==> src/hw/rtl/key_matrix_scan_charlieplex_leds_macros.svh <==
// Assertion macros shared by the keypad scanner RTL.
`ifndef KEY_MATRIX_SCAN_CHARLIEPLEX_LEDS_MACROS_SVH
`define KEY_MATRIX_SCAN_CHARLIEPLEX_LEDS_MACROS_SVH

// Same-cycle implication, disabled while reset is asserted.
`define KMSC_ASSERT_IMP(name, clk, rst_n, ante, cons, msg) \
    name: assert property (@(posedge clk) disable iff (!rst_n) (ante) |-> (cons)) \
        else $error(msg);

// Next-cycle implication, disabled while reset is asserted.
`define KMSC_ASSERT_NXT(name, clk, rst_n, ante, cons, msg) \
    name: assert property (@(posedge clk) disable iff (!rst_n) (ante) |=> (cons)) \
        else $error(msg);

`endif

==> src/hw/rtl/kmsc_pkg.sv <==
// Shared widths, register codes and the LED pin pair table of the keypad scanner.
package kmsc_pkg;

    localparam int MAX_BUTTONS     = 12;
    localparam int DEF_NUM_BUTTONS = 8;

    localparam int ROW_W   = 3;
    localparam int SLOT_W  = 4;
    localparam int COL_W   = 4;
    localparam int PIN_W   = 6;
    localparam int LEDS_W  = 12;
    localparam int ACT_W   = 8;
    localparam int PDATA_W = 32;
    localparam int PADDR_W = 3;

    // Register index codes, taken from byte address bit 2.
    typedef enum logic {
        REG_ACTIVE_BUTTON = 1'b0,
        REG_RESERVED      = 1'b1
    } reg_index_t;

    localparam logic [ACT_W-1:0] ACTIVE_NONE = 8'hff;

    typedef logic [PIN_W-1:0] pin_mask_t;

    typedef struct packed {
        pin_mask_t pin_a;
        pin_mask_t pin_b;
    } pin_pair_t;

    // Charlieplex pin pair of each slot; pin p maps to bit p-1.
    function automatic pin_pair_t pin_pair(input logic [SLOT_W-1:0] slot);
        pin_pair_t pp;
        pp = '0;
        case (slot)
            4'd0:    pp = '{pin_a: 6'b000001, pin_b: 6'b000010};
            4'd1:    pp = '{pin_a: 6'b000001, pin_b: 6'b000100};
            4'd2:    pp = '{pin_a: 6'b000001, pin_b: 6'b001000};
            4'd3:    pp = '{pin_a: 6'b000010, pin_b: 6'b000100};
            4'd4:    pp = '{pin_a: 6'b000010, pin_b: 6'b001000};
            4'd5:    pp = '{pin_a: 6'b000010, pin_b: 6'b010000};
            4'd6:    pp = '{pin_a: 6'b000100, pin_b: 6'b001000};
            4'd7:    pp = '{pin_a: 6'b000100, pin_b: 6'b010000};
            4'd8:    pp = '{pin_a: 6'b000100, pin_b: 6'b100000};
            4'd9:    pp = '{pin_a: 6'b001000, pin_b: 6'b010000};
            4'd10:   pp = '{pin_a: 6'b001000, pin_b: 6'b100000};
            4'd11:   pp = '{pin_a: 6'b010000, pin_b: 6'b100000};
            default: pp = '0;
        endcase
        return pp;
    endfunction

endpackage

==> src/hw/rtl/kmsc_if.sv <==
// Valid/ready channel interfaces for scan input words and scan result words.
interface kmsc_in_if;
    logic                      valid;
    logic                      ready;
    logic [kmsc_pkg::ROW_W-1:0] row_levels;

    modport source (output valid, output row_levels, input ready);
    modport sink   (input valid, input row_levels, output ready);
endinterface

interface kmsc_out_if;
    logic                        valid;
    logic                        ready;
    logic [kmsc_pkg::SLOT_W-1:0] scanned_slot;
    logic                        toggled;
    logic [kmsc_pkg::COL_W-1:0]  column_drive;
    logic [kmsc_pkg::PIN_W-1:0]  led_pin_enable;
    logic [kmsc_pkg::PIN_W-1:0]  led_pin_level;
    logic [kmsc_pkg::LEDS_W-1:0] selected_leds;

    modport source (
        output valid, output scanned_slot, output toggled, output column_drive,
        output led_pin_enable, output led_pin_level, output selected_leds,
        input  ready
    );
    modport sink (
        input  valid, input scanned_slot, input toggled, input column_drive,
        input  led_pin_enable, input led_pin_level, input selected_leds,
        output ready
    );
endinterface

==> src/hw/rtl/key_matrix_scan_charlieplex_leds.sv <==
// Keypad matrix scanner with charlieplexed LED driver: top level.
//
//  Channel    Dir   Handshake        Payload
//  scan_in    in    valid/ready      row_levels
//  scan_out   out   valid/ready      scanned_slot, toggled, column_drive,
//                                    led_pin_enable, led_pin_level, selected_leds
//  APB        in    psel/penable     active_button at byte address 0
//
// One word per cycle sustained while scan_out is ready; an accepted word passes
// through the input register, then the result register.
// The slot counter and LED state update as a word moves into the result register.
// Reset is asynchronous and active low; it clears state and empties both stages.
// A stalled result holds the result register, and the input register keeps taking
// one more word until it is full as well.
module key_matrix_scan_charlieplex_leds #(
    parameter int NUM_BUTTONS = kmsc_pkg::DEF_NUM_BUTTONS
) (
    input  logic                          clk,
    input  logic                          rst_n,
    kmsc_in_if.sink                       scan_in,
    kmsc_out_if.source                    scan_out,
    input  logic                          psel,
    input  logic                          penable,
    input  logic                          pwrite,
    input  logic [kmsc_pkg::PADDR_W-1:0]  paddr,
    input  logic [kmsc_pkg::PDATA_W-1:0]  pwdata,
    output logic [kmsc_pkg::PDATA_W-1:0]  prdata,
    output logic                          pready
);

`include "key_matrix_scan_charlieplex_leds_macros.svh"

    localparam logic [kmsc_pkg::SLOT_W-1:0] LAST_SLOT = kmsc_pkg::SLOT_W'(NUM_BUTTONS - 1);

    logic [kmsc_pkg::ACT_W-1:0]  active_button_reg;
    logic [kmsc_pkg::SLOT_W-1:0] scan_slot_reg;
    logic [kmsc_pkg::LEDS_W-1:0] last_pressed_reg;
    logic [kmsc_pkg::LEDS_W-1:0] led_bits_reg;
    logic                        in_valid_reg;
    logic [kmsc_pkg::ROW_W-1:0]  row_reg;
    logic                        out_valid_reg;

    logic [kmsc_pkg::SLOT_W-1:0] slot_reg;
    logic                        toggled_reg;
    logic [kmsc_pkg::COL_W-1:0]  column_reg;
    logic [kmsc_pkg::PIN_W-1:0]  enable_reg;
    logic [kmsc_pkg::PIN_W-1:0]  level_reg;

    logic [kmsc_pkg::SLOT_W-1:0] slot_c;
    logic [kmsc_pkg::SLOT_W-1:0] scan_slot_next;
    logic [kmsc_pkg::LEDS_W-1:0] slot_bit;
    logic                        pressed;
    logic                        new_press;
    logic [kmsc_pkg::LEDS_W-1:0] last_pressed_next;
    logic [kmsc_pkg::LEDS_W-1:0] led_bits_next;
    logic [kmsc_pkg::COL_W-1:0]  column_next;
    logic [kmsc_pkg::PIN_W-1:0]  enable_next;
    logic [kmsc_pkg::PIN_W-1:0]  level_next;
    kmsc_pkg::pin_pair_t         pair;
    kmsc_pkg::reg_index_t        reg_index;
    logic                        cfg_write;
    logic                        advance;
    logic                        in_take;

    // Configuration port.
    assign pready    = 1'b1;
    assign reg_index = kmsc_pkg::reg_index_t'(paddr[2]);
    assign cfg_write = psel && penable && pwrite && pready
                       && (reg_index == kmsc_pkg::REG_ACTIVE_BUTTON);

    always_comb
    begin
        unique case (reg_index)
            kmsc_pkg::REG_ACTIVE_BUTTON:
                prdata = {{(kmsc_pkg::PDATA_W - kmsc_pkg::ACT_W){1'b0}}, active_button_reg};
            default:
                prdata = '0;
        endcase
    end

    // Handshake.
    assign advance       = in_valid_reg && (!out_valid_reg || scan_out.ready);
    assign scan_in.ready = !in_valid_reg || advance;
    assign in_take       = scan_in.valid && scan_in.ready;

    // Scan tick logic.
    always_comb
    begin
        slot_c = (scan_slot_reg <= LAST_SLOT) ? scan_slot_reg : '0;
        scan_slot_next = (slot_c == LAST_SLOT) ? '0 : slot_c + 1'b1;
        slot_bit = kmsc_pkg::LEDS_W'(1) << slot_c;

        // Rows are active low; the row is the slot's upper two bits.
        case (slot_c[3:2])
            2'd0:    pressed = !row_reg[0];
            2'd1:    pressed = !row_reg[1];
            2'd2:    pressed = !row_reg[2];
            default: pressed = 1'b0;
        endcase

        new_press = pressed && !(|(last_pressed_reg & slot_bit));
        led_bits_next = led_bits_reg ^ (new_press ? slot_bit : '0);
        last_pressed_next = pressed ? (last_pressed_reg | slot_bit)
                                    : (last_pressed_reg & ~slot_bit);

        pair = kmsc_pkg::pin_pair(slot_c);
        if (|(led_bits_next & slot_bit))
        begin
            enable_next = pair.pin_a | pair.pin_b;
            level_next  = ({4'b0000, slot_c} == active_button_reg) ? pair.pin_a : pair.pin_b;
        end
        else
        begin
            enable_next = '0;
            level_next  = '0;
        end

        column_next = ~(kmsc_pkg::COL_W'(1) << scan_slot_next[1:0]);
    end

    // Control state.
    always_ff @(posedge clk or negedge rst_n)
    begin
        if (!rst_n)
        begin
            active_button_reg <= kmsc_pkg::ACTIVE_NONE;
            scan_slot_reg     <= '0;
            last_pressed_reg  <= '0;
            led_bits_reg      <= '0;
            in_valid_reg      <= 1'b0;
            out_valid_reg     <= 1'b0;
        end
        else
        begin
            if (cfg_write)
            begin
                active_button_reg <= pwdata[kmsc_pkg::ACT_W-1:0];
            end
            if (in_take)
            begin
                in_valid_reg <= 1'b1;
            end
            else if (advance)
            begin
                in_valid_reg <= 1'b0;
            end
            if (advance)
            begin
                scan_slot_reg    <= scan_slot_next;
                last_pressed_reg <= last_pressed_next;
                led_bits_reg     <= led_bits_next;
                out_valid_reg    <= 1'b1;
            end
            else if (scan_out.ready)
            begin
                out_valid_reg <= 1'b0;
            end
        end
    end

    // Payload registers.
    always_ff @(posedge clk)
    begin
        if (in_take)
        begin
            row_reg <= scan_in.row_levels;
        end
        if (advance)
        begin
            slot_reg    <= slot_c;
            toggled_reg <= new_press;
            column_reg  <= column_next;
            enable_reg  <= enable_next;
            level_reg   <= level_next;
        end
    end

    assign scan_out.valid          = out_valid_reg;
    assign scan_out.scanned_slot   = slot_reg;
    assign scan_out.toggled        = toggled_reg;
    assign scan_out.column_drive   = column_reg;
    assign scan_out.led_pin_enable = enable_reg;
    assign scan_out.led_pin_level  = level_reg;
    assign scan_out.selected_leds  = led_bits_reg;

    `KMSC_ASSERT_IMP(a_slot_range, clk, rst_n, 1'b1, scan_slot_reg <= LAST_SLOT,
        "slot counter left the button range")

    `KMSC_ASSERT_NXT(a_toggle_flips, clk, rst_n, advance && new_press,
        led_bits_reg != $past(led_bits_reg),
        "a new press did not change the LED bits")

    `KMSC_ASSERT_IMP(a_pin_pair, clk, rst_n, out_valid_reg,
        ($countones(enable_reg) == 2 || enable_reg == '0)
            && ((level_reg & ~enable_reg) == '0)
            && ($countones(level_reg) == 1 || enable_reg == '0),
        "LED pins are not a single driven pair")

    `KMSC_ASSERT_NXT(a_in_hold, clk, rst_n, in_valid_reg && !advance,
        in_valid_reg && $stable(row_reg),
        "input stage lost a word while blocked")

endmodule

==> src/flat_wrapper.sv <==
// flat-port wrapper written by rule: the top's interface ports become plain ports
module key_matrix_scan_charlieplex_leds_flat 
#(
    parameter int NUM_BUTTONS = kmsc_pkg::DEF_NUM_BUTTONS
)
  (clk, rst_n, psel, penable, pwrite, paddr, pwdata, prdata, pready, scan_in_valid, scan_in_row_levels, scan_in_ready, scan_out_valid, scan_out_scanned_slot, scan_out_toggled, scan_out_column_drive, scan_out_led_pin_enable, scan_out_led_pin_level, scan_out_selected_leds, scan_out_ready);
  kmsc_in_if scan_in_i ();
  kmsc_out_if scan_out_i ();
  input  logic clk;
  input  logic rst_n;
  input  logic psel;
  input  logic penable;
  input  logic pwrite;
  input  logic [kmsc_pkg::PADDR_W-1:0] paddr;
  input  logic [kmsc_pkg::PDATA_W-1:0] pwdata;
  output logic [kmsc_pkg::PDATA_W-1:0] prdata;
  output logic pready;
  input wire logic [$bits(scan_in_i.valid)-1:0] scan_in_valid;
  input wire logic [$bits(scan_in_i.row_levels)-1:0] scan_in_row_levels;
  output wire logic [$bits(scan_in_i.ready)-1:0] scan_in_ready;
  output wire logic [$bits(scan_out_i.valid)-1:0] scan_out_valid;
  output wire logic [$bits(scan_out_i.scanned_slot)-1:0] scan_out_scanned_slot;
  output wire logic [$bits(scan_out_i.toggled)-1:0] scan_out_toggled;
  output wire logic [$bits(scan_out_i.column_drive)-1:0] scan_out_column_drive;
  output wire logic [$bits(scan_out_i.led_pin_enable)-1:0] scan_out_led_pin_enable;
  output wire logic [$bits(scan_out_i.led_pin_level)-1:0] scan_out_led_pin_level;
  output wire logic [$bits(scan_out_i.selected_leds)-1:0] scan_out_selected_leds;
  input wire logic [$bits(scan_out_i.ready)-1:0] scan_out_ready;
  assign scan_in_i.valid = scan_in_valid;
  assign scan_in_i.row_levels = scan_in_row_levels;
  assign scan_in_ready = scan_in_i.ready;
  assign scan_out_valid = scan_out_i.valid;
  assign scan_out_scanned_slot = scan_out_i.scanned_slot;
  assign scan_out_toggled = scan_out_i.toggled;
  assign scan_out_column_drive = scan_out_i.column_drive;
  assign scan_out_led_pin_enable = scan_out_i.led_pin_enable;
  assign scan_out_led_pin_level = scan_out_i.led_pin_level;
  assign scan_out_selected_leds = scan_out_i.selected_leds;
  assign scan_out_i.ready = scan_out_ready;
  key_matrix_scan_charlieplex_leds #(.NUM_BUTTONS(NUM_BUTTONS)) u_core (.clk(clk), .rst_n(rst_n), .scan_in(scan_in_i), .scan_out(scan_out_i), .psel(psel), .penable(penable), .pwrite(pwrite), .paddr(paddr), .pwdata(pwdata), .prdata(prdata), .pready(pready));
endmodule
==> config.mk <==
export PLATFORM = sky130hd
export DESIGN_NAME = key_matrix_scan_charlieplex_leds_flat
export DESIGN_NICKNAME = d
export VERILOG_FILES = /design/src/hw/rtl/kmsc_pkg.sv /design/src/hw/rtl/kmsc_if.sv /design/src/hw/rtl/key_matrix_scan_charlieplex_leds.sv /design/src/flat_wrapper.sv
export VERILOG_INCLUDE_DIRS = /design/src /design/src/hw/rtl
export SDC_FILE = /design/constraint.sdc
export NUM_CORES = 1
export LEC_CHECK = 0
export BUFFER_PORTS_ARGS = -buffer_cell sky130_fd_sc_hd__buf_2
export CORE_MARGIN = 1
export CORE_UTILIZATION = 48
export CTS_CLUSTER_DIAMETER = 40
export CTS_CLUSTER_SIZE = 30
export DETAILED_ROUTE_END_ITERATION = 7
export MAX_ROUTING_LAYER = met4
export PLACE_DENSITY = 0.79
export SLEW_MARGIN = 10
export SYNTH_ARGS = -nofsm -noshare
export SYNTH_HDL_FRONTEND = slang
export SYNTH_SLANG_ARGS = --single-unit
==> constraint.sdc <==
create_clock -name clk -period 3.37 [get_ports clk]
set_input_delay 0.5055 -clock clk [delete_from_list [all_inputs] [get_ports clk]]
set_output_delay 0.5055 -clock clk [all_outputs]
set_load 0.02 [all_outputs]
==> metrics list, run 1 <==
- Run status: finished clean
- CP max FO: 10
- Setup repair after global routing left no endpoint under its margin.
* Worst ir drop on vdd: 0.390 mV
- For this design, the sink count on the clock tree is between 50 and 60.
* Tightest slew margin relative to the limit: roughly half
- Number of search-and-repair iterations in the first detailed-routing pass: 4
* Vias after detailed routing: 1876
* Buffers inserted by post-CTS timing repair: 0
- Netlist area before placement: 2840 sq um
* Power density of the placed cells: approximately 900 nW/um^2
- In this run the worst hold path is classified as input pin to async pin.
* Wire length of the first global-routing pass: around 7.9 mm
- After clock tree synthesis, the flow added hold-fix buffers numbering 0.
* Post-synthesis to final-layout area growth: 19.5%
* Max Root-Sink Buffers: 2
- Average size of a mapped cell: 11.6 sq um
* Clock latency reported for the late side of the worst-skew pair: roughly 0.33 ns
- Resized Gates After CTS: 0
- Number of core rows: 27
* Ys async rst share: between 50% and 60%
- After filler insertion, the fill cell instance count of the layout stands at 483.
* Accumulated negative setup slack: 0 ns
* Share of post-route cells with drive strength above 1: roughly a third
* Vert. Die Dim: just under 80 microns
* Quantity of I/O buffers inserted on ports: 60
- Final critical-path setup slack: between 0.3 and 0.4 ns
- Floorplan die width: between 70 and 80 microns
- about 110 I/O pins were placed.
* Via count normalized by instance count: around 4.8
- Routed len/inst: between 10 and 15 microns
- Initial Util: about half
- CTS built an H-tree with a depth of 3.
- TritonCTS built the clock tree.
- Once detail routing completed, the nets flagged for antenna violations numbered 0.
- Total track usage: between 10% and 20%
- After synthesis, flip-flops and latches occupy 54.7% of the total area.
- Most instantiated flip-flop cell in the synthesis netlist: sky130_fd_sc_hd__dfrtp_1
* Portion of synthesized cell area occupied by the leading cell type: 24.3%
* Antenna violations before repair: 0
- Number of slew-limit violations in the final report: 0
- Path type of the worst setup path: register to register
- RD Place Congestion: ~0.82
- At the worst endpoint, the required time is 3.43 ns.
- On the final layout, the worst clock skew is 0.00783 ns.
- OpenSTA, run right after detailed placement, puts the worst setup slack at ~0.35 ns.
* DRC violation count after routing: 0
- Number of library cell types mapped by synthesis: 43
* # Max-Cap Violations: 0
- Core Region: roughly 5600 sq um
* Post-route minimum period: roughly 3 ns
- Most frequent standard cell in the layout excluding fill and tap cells: sky130_fd_sc_hd__buf_2
- CTS root buf: sky130_fd_sc_hd__clkbuf_8
- Via count of the first global-routing pass: roughly 1700
- Area of the die: ~6200 sq um
* Transition time of the tightest slew-check pin: roughly 0.75 ns
* Total count of hold-check failures in the final report: 0
* Ys Warns: 0
- The final layout contains routed wiring with a total length of 4.62 mm.
- The synthesized design contains 23 enable-type register cells.
- Leakage power: 1.55 nW
- At the end of the flow, the number of nets in the layout was about 370.
* Total congestion overflow: 0
- Final cycle utilization of the critical path: between 80% and 90%
- Counting the buffers created by CTS gives 9.
- After the first detailed-routing iteration, the DRC count stood at 65.
* Final HPWL from detailed placement: 3.36 mm
- Entering global routing, the biggest net connects 35 pins.
- The number of antenna diodes in the final layout is 0.
- For this run, the top clock speed supported by timing is between 0.3 and 0.4 GHz.
- Number of flip-flops and latches in the synthesized netlist: 57
* Gate count after technology mapping: 244
* Synth area leader: sky130_fd_sc_hd__edfxtp_1
- Data arrival at the endpoint of the critical path: roughly 3 ns
* Crit path capture type: register
- The top cell types in the final layout, fill and taps aside, are sky130_fd_sc_hd__buf_2, sky130_fd_sc_hd__conb_1, sky130_fd_sc_hd__dfrtp_1.
- Final setup violation count: 0
- Worst setup SP type: register
* Cell types with the largest area share after synthesis: sky130_fd_sc_hd__edfxtp_1, sky130_fd_sc_hd__dfrtp_1, sky130_fd_sc_hd__dfstp_2
- After clock tree synthesis, the clock-pin slew on the worst setup and hold paths is 0.06 ns.
path summary, 6_finish.rpt:
path                                             startpoint                                 to  slack [ns]  cells past startpoint
setup / recovery                    u_core.scan_slot_reg[0]   u_core.scan_out.led_pin_level[4]        0.36                     10
hold / removal                                        rst_n  u_core.scan_out.selected_leds[11]        0.24                      1
setup reg to reg                    u_core.scan_slot_reg[0]   u_core.scan_out.led_pin_level[4]        0.36                     10
hold reg to reg            u_core.scan_out.selected_leds[8]   u_core.scan_out.selected_leds[8]        0.37                      0
max in group asynchronous                             rst_n   u_core.scan_out.selected_leds[6]        2.65                      1
min in group clk                      scan_in_row_levels[0]                  u_core.row_reg[0]        0.35                      1
logic make-up after synthesis:
kind of cell             count (synthesis)  synth area share [%]
multiplexers                            17                  6.53
XOR/XNOR                                15                  4.63
other                                    2                 0.265
adder cells (fa/ha/maj)                  8                  3.53
buffers and inverters                   43                  9.53
AO/OA/AOI/OAI                           29                  6.88
AND/OR/NAND/NOR                         73                  13.9
flip-flops                              57                  54.7
per-stage QoR:
step	hold WS, ns	util, %	instances	total power, W	cell area (sq um)
floorplan	0.210	-	270	0.00202	2930
global placement	0.361	56.1	375	0.00227	3140
detailed placement	0.361	56.1	375	0.00230	3140
CTS	0.257	60.4	391	0.00309	3390
global route	0.306	60.4	391	0.00325	3390
finish	0.242	60.4	391	0.00306	3390
cells in the mapped netlist, drive strengths merged (8+ instances only):
library cell	number
ha	8
nor2	15
inv	8
mux2	12
clkbuf	8
nor3	8
nor2b	9
buf	27
xnor2	9
dfstp	8
edfxtp	23
nand2	21
o21ai	12
dfrtp	26
worst max-delay path, stage by stage (launching register included):
cell and delay (ns):
sky130_fd_sc_hd__dfrtp_1 0.40, sky130_fd_sc_hd__and2b_1 0.21, sky130_fd_sc_hd__ha_1 0.29, sky130_fd_sc_hd__ha_1 0.29, sky130_fd_sc_hd__a22oi_1 0.17, sky130_fd_sc_hd__o21ai_1 0.20
sky130_fd_sc_hd__nor2_8 0.24, sky130_fd_sc_hd__mux2i_1 0.24, sky130_fd_sc_hd__o2111ai_2 0.15, sky130_fd_sc_hd__nor3_4 0.43, sky130_fd_sc_hd__nor3b_1 0.12
report_power, final:
group | internal [W] | switching (W)
registers | 0.000980 | 0.000121
logic | 0.000463 | 0.000723
clock network | 0.000510 | 0.000259
total | 0.00195 | 0.00110
layer usage:
layer	GRT usage [%]	vias to the layer above	routed length [microns]	part of all wire, %
li1	-	920	-	-
met1	20.3	877	1990	43
met2	26.3	71	2280	49
met3	2.87	8	260	5.6
met4	13.3	0	97	2.1
met5	-	-	0	0
cell type report:
type | instances | area (sq um) | share of cell area, %
tap | 72 | 90.1 | 2.66
sequential | 57 | 1550 | 45.8
clock inverter | 5 | 103 | 3.03
timing repair buffer | 68 | 360 | 10.6
clock buffer | 11 | 141 | 4.17
multi-input combinational | 170 | 1110 | 32.8
inverter | 8 | 30.0 | 0.886
Note: power is estimated with default switching activity, not from simulation.
==> run 2, diff against run 1 <==
--- a/config.mk
+++ b/config.mk
@@ -6,14 +6,15 @@
 export SDC_FILE = /design/constraint.sdc
 export NUM_CORES = 1
 export LEC_CHECK = 0
+export ABC_AREA = 1
 export BUFFER_PORTS_ARGS = -buffer_cell sky130_fd_sc_hd__buf_2
 export CORE_MARGIN = 1
-export CORE_UTILIZATION = 48
+export CORE_UTILIZATION = 49
 export CTS_CLUSTER_DIAMETER = 40
 export CTS_CLUSTER_SIZE = 30
 export DETAILED_ROUTE_END_ITERATION = 7
 export MAX_ROUTING_LAYER = met4
-export PLACE_DENSITY = 0.79
+export PLACE_DENSITY = 0.8
 export SLEW_MARGIN = 10
 export SYNTH_ARGS = -nofsm -noshare
 export SYNTH_HDL_FRONTEND = slang
==> run 2 against run 1 <==
Against the previous run: fmax fell by 0.20%; critical path depth increased by 7; worst hold slack got worse by 0.0017 ns; sequential power about the same; global-route usage up 1.6 points; largest cell class unchanged.
==> metrics list, run 2 <==
* Run status: finished clean
- Ys async rst share: around three fifths
- Via count normalized by instance count: 4.81
- Once layout is complete, the utilization of the core stands at ~60%.
* DRC violation count after routing: 0
- Data on the critical path arrives at its endpoint at roughly 3.1 ns.
- After floorplanning, the core was divided into 27 placement rows.
- In this run the standard cell core region covers ~5600 sq um.
- Setup violations remaining at the end of the flow were counted as 0.
- Clock tree from TritonCTS: yes
- Ranked by instance count, the synthesized netlist is headed by sky130_fd_sc_hd__nand2_1, sky130_fd_sc_hd__nor2_1, sky130_fd_sc_hd__inv_1.
- Setup total negative slack on the finished layout was measured at 0 ns.
* Number of nets in the layout: around 440
- After synthesis, flip-flops and latches occupy 53.5% of the total area.
- At the end of routability-driven placement, the weighted congestion stood at ~0.8.
- The first global-routing pass estimated 8.65 mm of wire.
- Quantity of I/O buffers inserted on ports: 60
- Crit path capture type: register
- Summed over all instances, the cell type with the most area after synthesis is sky130_fd_sc_hd__edfxtp_1.
* Number of filler cells placed in the layout: ~510
- CTS root buf: sky130_fd_sc_hd__clkbuf_8
* Post-route minimum period: 3.02 ns
- Cells with a size suffix above 1 make up between 20 and 25% of the layout.
- Across all layers, the routed design uses roughly 2200 vias.
* Area taken by flip-flops and latches: 1550 sq um
- Netlist area before placement: roughly 2900 sq um
- Worst setup skew after layout: a little under 0.009 ns
- Largest net degree at the start of global routing: ~50
* Hold-fix buffers, CTS: 0
- The library cell used most frequently in the layout, excluding fill and tap cells, is sky130_fd_sc_hd__buf_2.
* Total congestion overflow: 0
- For this design the static power due to leakage is 1.71 nW.
- Final HPWL from detailed placement: ~3.6 mm
* Routed len/inst: 11.0 microns
- After the first detailed-routing iteration, the DRC count stood at slightly below 200.
- The number of global-route vias before repair came to 2040.
- The die covers 6230 sq um.
- The number of different library cells used by synthesis comes to 26.
* M2 GR Usage: 29.1%
- Pin placement for this block handled approximately 110 I/O pins.
- Gate count after technology mapping: about 320
- Among all flip-flop cells after synthesis, the most frequent one is sky130_fd_sc_hd__dfrtp_1.
- 0 antenna diodes ended up in the layout.
- Top library cells by usage in the layout, fill and taps aside: sky130_fd_sc_hd__buf_2, sky130_fd_sc_hd__nand2_1, sky130_fd_sc_hd__nor2_1
* Max Clk Rate: ~0.33 GHz
- Power density of the placed cells: roughly 880 nW/um^2
- Number of slew-limit violations in the final report: 0
- Antenna violations before repair: 0
* Worst EP required: between 3 and 4 ns
* GR Layer Usage met3: about 4.6%
- Vert. Die Dim: between 70 and 80 microns
* Total track usage: a little under a fifth
- Multi-input logic area: 1040 sq um
* Final cycle utilization of the critical path: approximately nine tenths
* Floorplan die width: ~79 microns
- Ys Warns: 0
- Resized Gates After CTS: 0
* Transition time of the tightest slew-check pin: 0.799 ns
- Register-to-register setup slack: 0.35 ns
- Clock-pin slew of the registers on the worst-case setup and hold paths: 0.06 ns
- Worst setup SP type: register
- Total Routed Length: 5.06 mm
- # Max-Cap Violations: 0
* Most frequent cell after synthesis: sky130_fd_sc_hd__nand2_1
- Clock latency reported for the late side of the worst-skew pair: 0.33 ns
- The worst-case IR drop observed on VDD is approximately 0.37 mV.
- Path type of the worst setup path: register to register
* Num CTS Buffers: 9
* Number of search-and-repair iterations in the first detailed-routing pass: 4
- Once the clock tree was built, the setup fixing pass inserted 0 buffers.
* Routing usage on met1: around 22%
- A synthesized cell averages ~9.0 sq um.
- In this run, synthesis inferred 23 flip-flops with an integrated enable.
- Headroom to the max-slew limit came out at 46.7%.
- Htree depth: 3
* Type of the worst min-delay path: input pin to async pin
- The clock passes through at most 2 buffers.
- Compared with the post-synthesis result, the final layout area differs by 16.0%.
- After synthesis, the largest area contributor takes up 23.8% of total cell area.
* Top Usage Layer GRT: met2
- Along the worst path, the maximum fanout reaches 17.
* Total count of hold-check failures in the final report: 0
* Cell types with the largest area share after synthesis: sky130_fd_sc_hd__edfxtp_1, sky130_fd_sc_hd__dfrtp_1, sky130_fd_sc_hd__dfstp_2
- In this run the remaining antenna-violating nets after routing total 0.
- Clock sink total: between 50 and 60
- Number of flip-flops and latches in the synthesized netlist: 57
- Initial Util: ~52%
* Unrepaired setup endpoints after global routing: false
==> run 2: cell count changes after synthesis, sizes merged, moves of 10 or more <==
cell	delta
nand4	+11
nand2	+27
mux2	-10
inv	+34
nand3	+32
nor2	+30
==> run 2: area by class of cell <==
class | count | area share, %
Timing Repair Buffer | 62 | 9.37
Tap cell | 72 | 2.68
Multi-Input combinational cell | 212 | 30.9
Clock inverter | 7 | 2.53
Sequential cell | 57 | 46.1
Clock buffer | 9 | 3.68
Inverter | 42 | 4.69
==> run 2: worst max-delay path: stages, from the launching register on <==
cell	delay (ns)
sky130_fd_sc_hd__dfrtp_1	0.37
sky130_fd_sc_hd__inv_2	0.10
sky130_fd_sc_hd__nand2_1	0.20
sky130_fd_sc_hd__inv_1	0.15
sky130_fd_sc_hd__ha_1	0.30
sky130_fd_sc_hd__ha_1	0.29
sky130_fd_sc_hd__nand2_1	0.09
sky130_fd_sc_hd__nand2_1	0.05
sky130_fd_sc_hd__inv_1	0.04
sky130_fd_sc_hd__nand2_1	0.08
sky130_fd_sc_hd__nor2_4	0.32
sky130_fd_sc_hd__nand4_1	0.18
sky130_fd_sc_hd__nand3_1	0.12
sky130_fd_sc_hd__nand2_1	0.05
sky130_fd_sc_hd__nor2_1	0.11
sky130_fd_sc_hd__nand2_1	0.12
sky130_fd_sc_hd__inv_2	0.14
sky130_fd_sc_hd__nor2_1	0.06
==> run 2: worst paths after layout <==
path,startpoint,cells past startpoint,to
setup / recovery,u_core.scan_slot_reg[3],17,u_core.scan_out.led_pin_level[3]
hold / removal,rst_n,1,u_core.scan_out.selected_leds[4]
setup reg to reg,u_core.scan_slot_reg[3],17,u_core.scan_out.led_pin_level[3]
hold reg to reg,u_core.scan_out.selected_leds[10],0,u_core.scan_out.selected_leds[10]
max in group asynchronous,rst_n,1,u_core.scan_slot_reg[2]
min in group clk,scan_in_row_levels[1],1,u_core.row_reg[1]
==> run 2: metal layers <==
layer | share of wire, % | wire length [microns]
met5 | 0 | 0
met4 | 2.0 | 101
met2 | 48 | 2450
met3 | 5.8 | 291
met1 | 44 | 2210
==> run 2: metrics by stage <==
| stage | total power, W | cell area, sq um | setup WS [ns] | hold WS [ns] | cells |
|---|---|---|---|---|---|
| finish | 0.00295 | 3360 | 0.354 | 0.240 | 461 |
| floorplan | 0.00202 | 3000 | 0.838 | 0.210 | 347 |
| detailed placement | 0.00229 | 3160 | 0.377 | 0.360 | 445 |
| global route | 0.00319 | 3360 | 0.108 | 0.292 | 461 |
| CTS | 0.00297 | 3360 | 0.359 | 0.254 | 461 |
| global placement | 0.00225 | 3160 | 0.460 | 0.361 | 445 |
==> run 2: report_power, final <==
part	switching, W	total, W	internal (W)
sequential	0.000104	0.00108	0.000979
combinational	0.000838	0.00120	0.000357
clock	0.000261	0.000669	0.000408
==> run 2: cell families after synthesis <==
group / Yosys count / synth area share (%)
AND/OR/NAND/NOR: 142 / 22.3
other: 2 / 0.259
flip-flops: 57 / 53.5
AO/OA/AOI/OAI: 30 / 5.18
multiplexers: 2 / 0.776
buffers and inverters: 78 / 14.0
XOR/XNOR: 2 / 0.604
adder cells (fa/ha/maj): 8 / 3.45
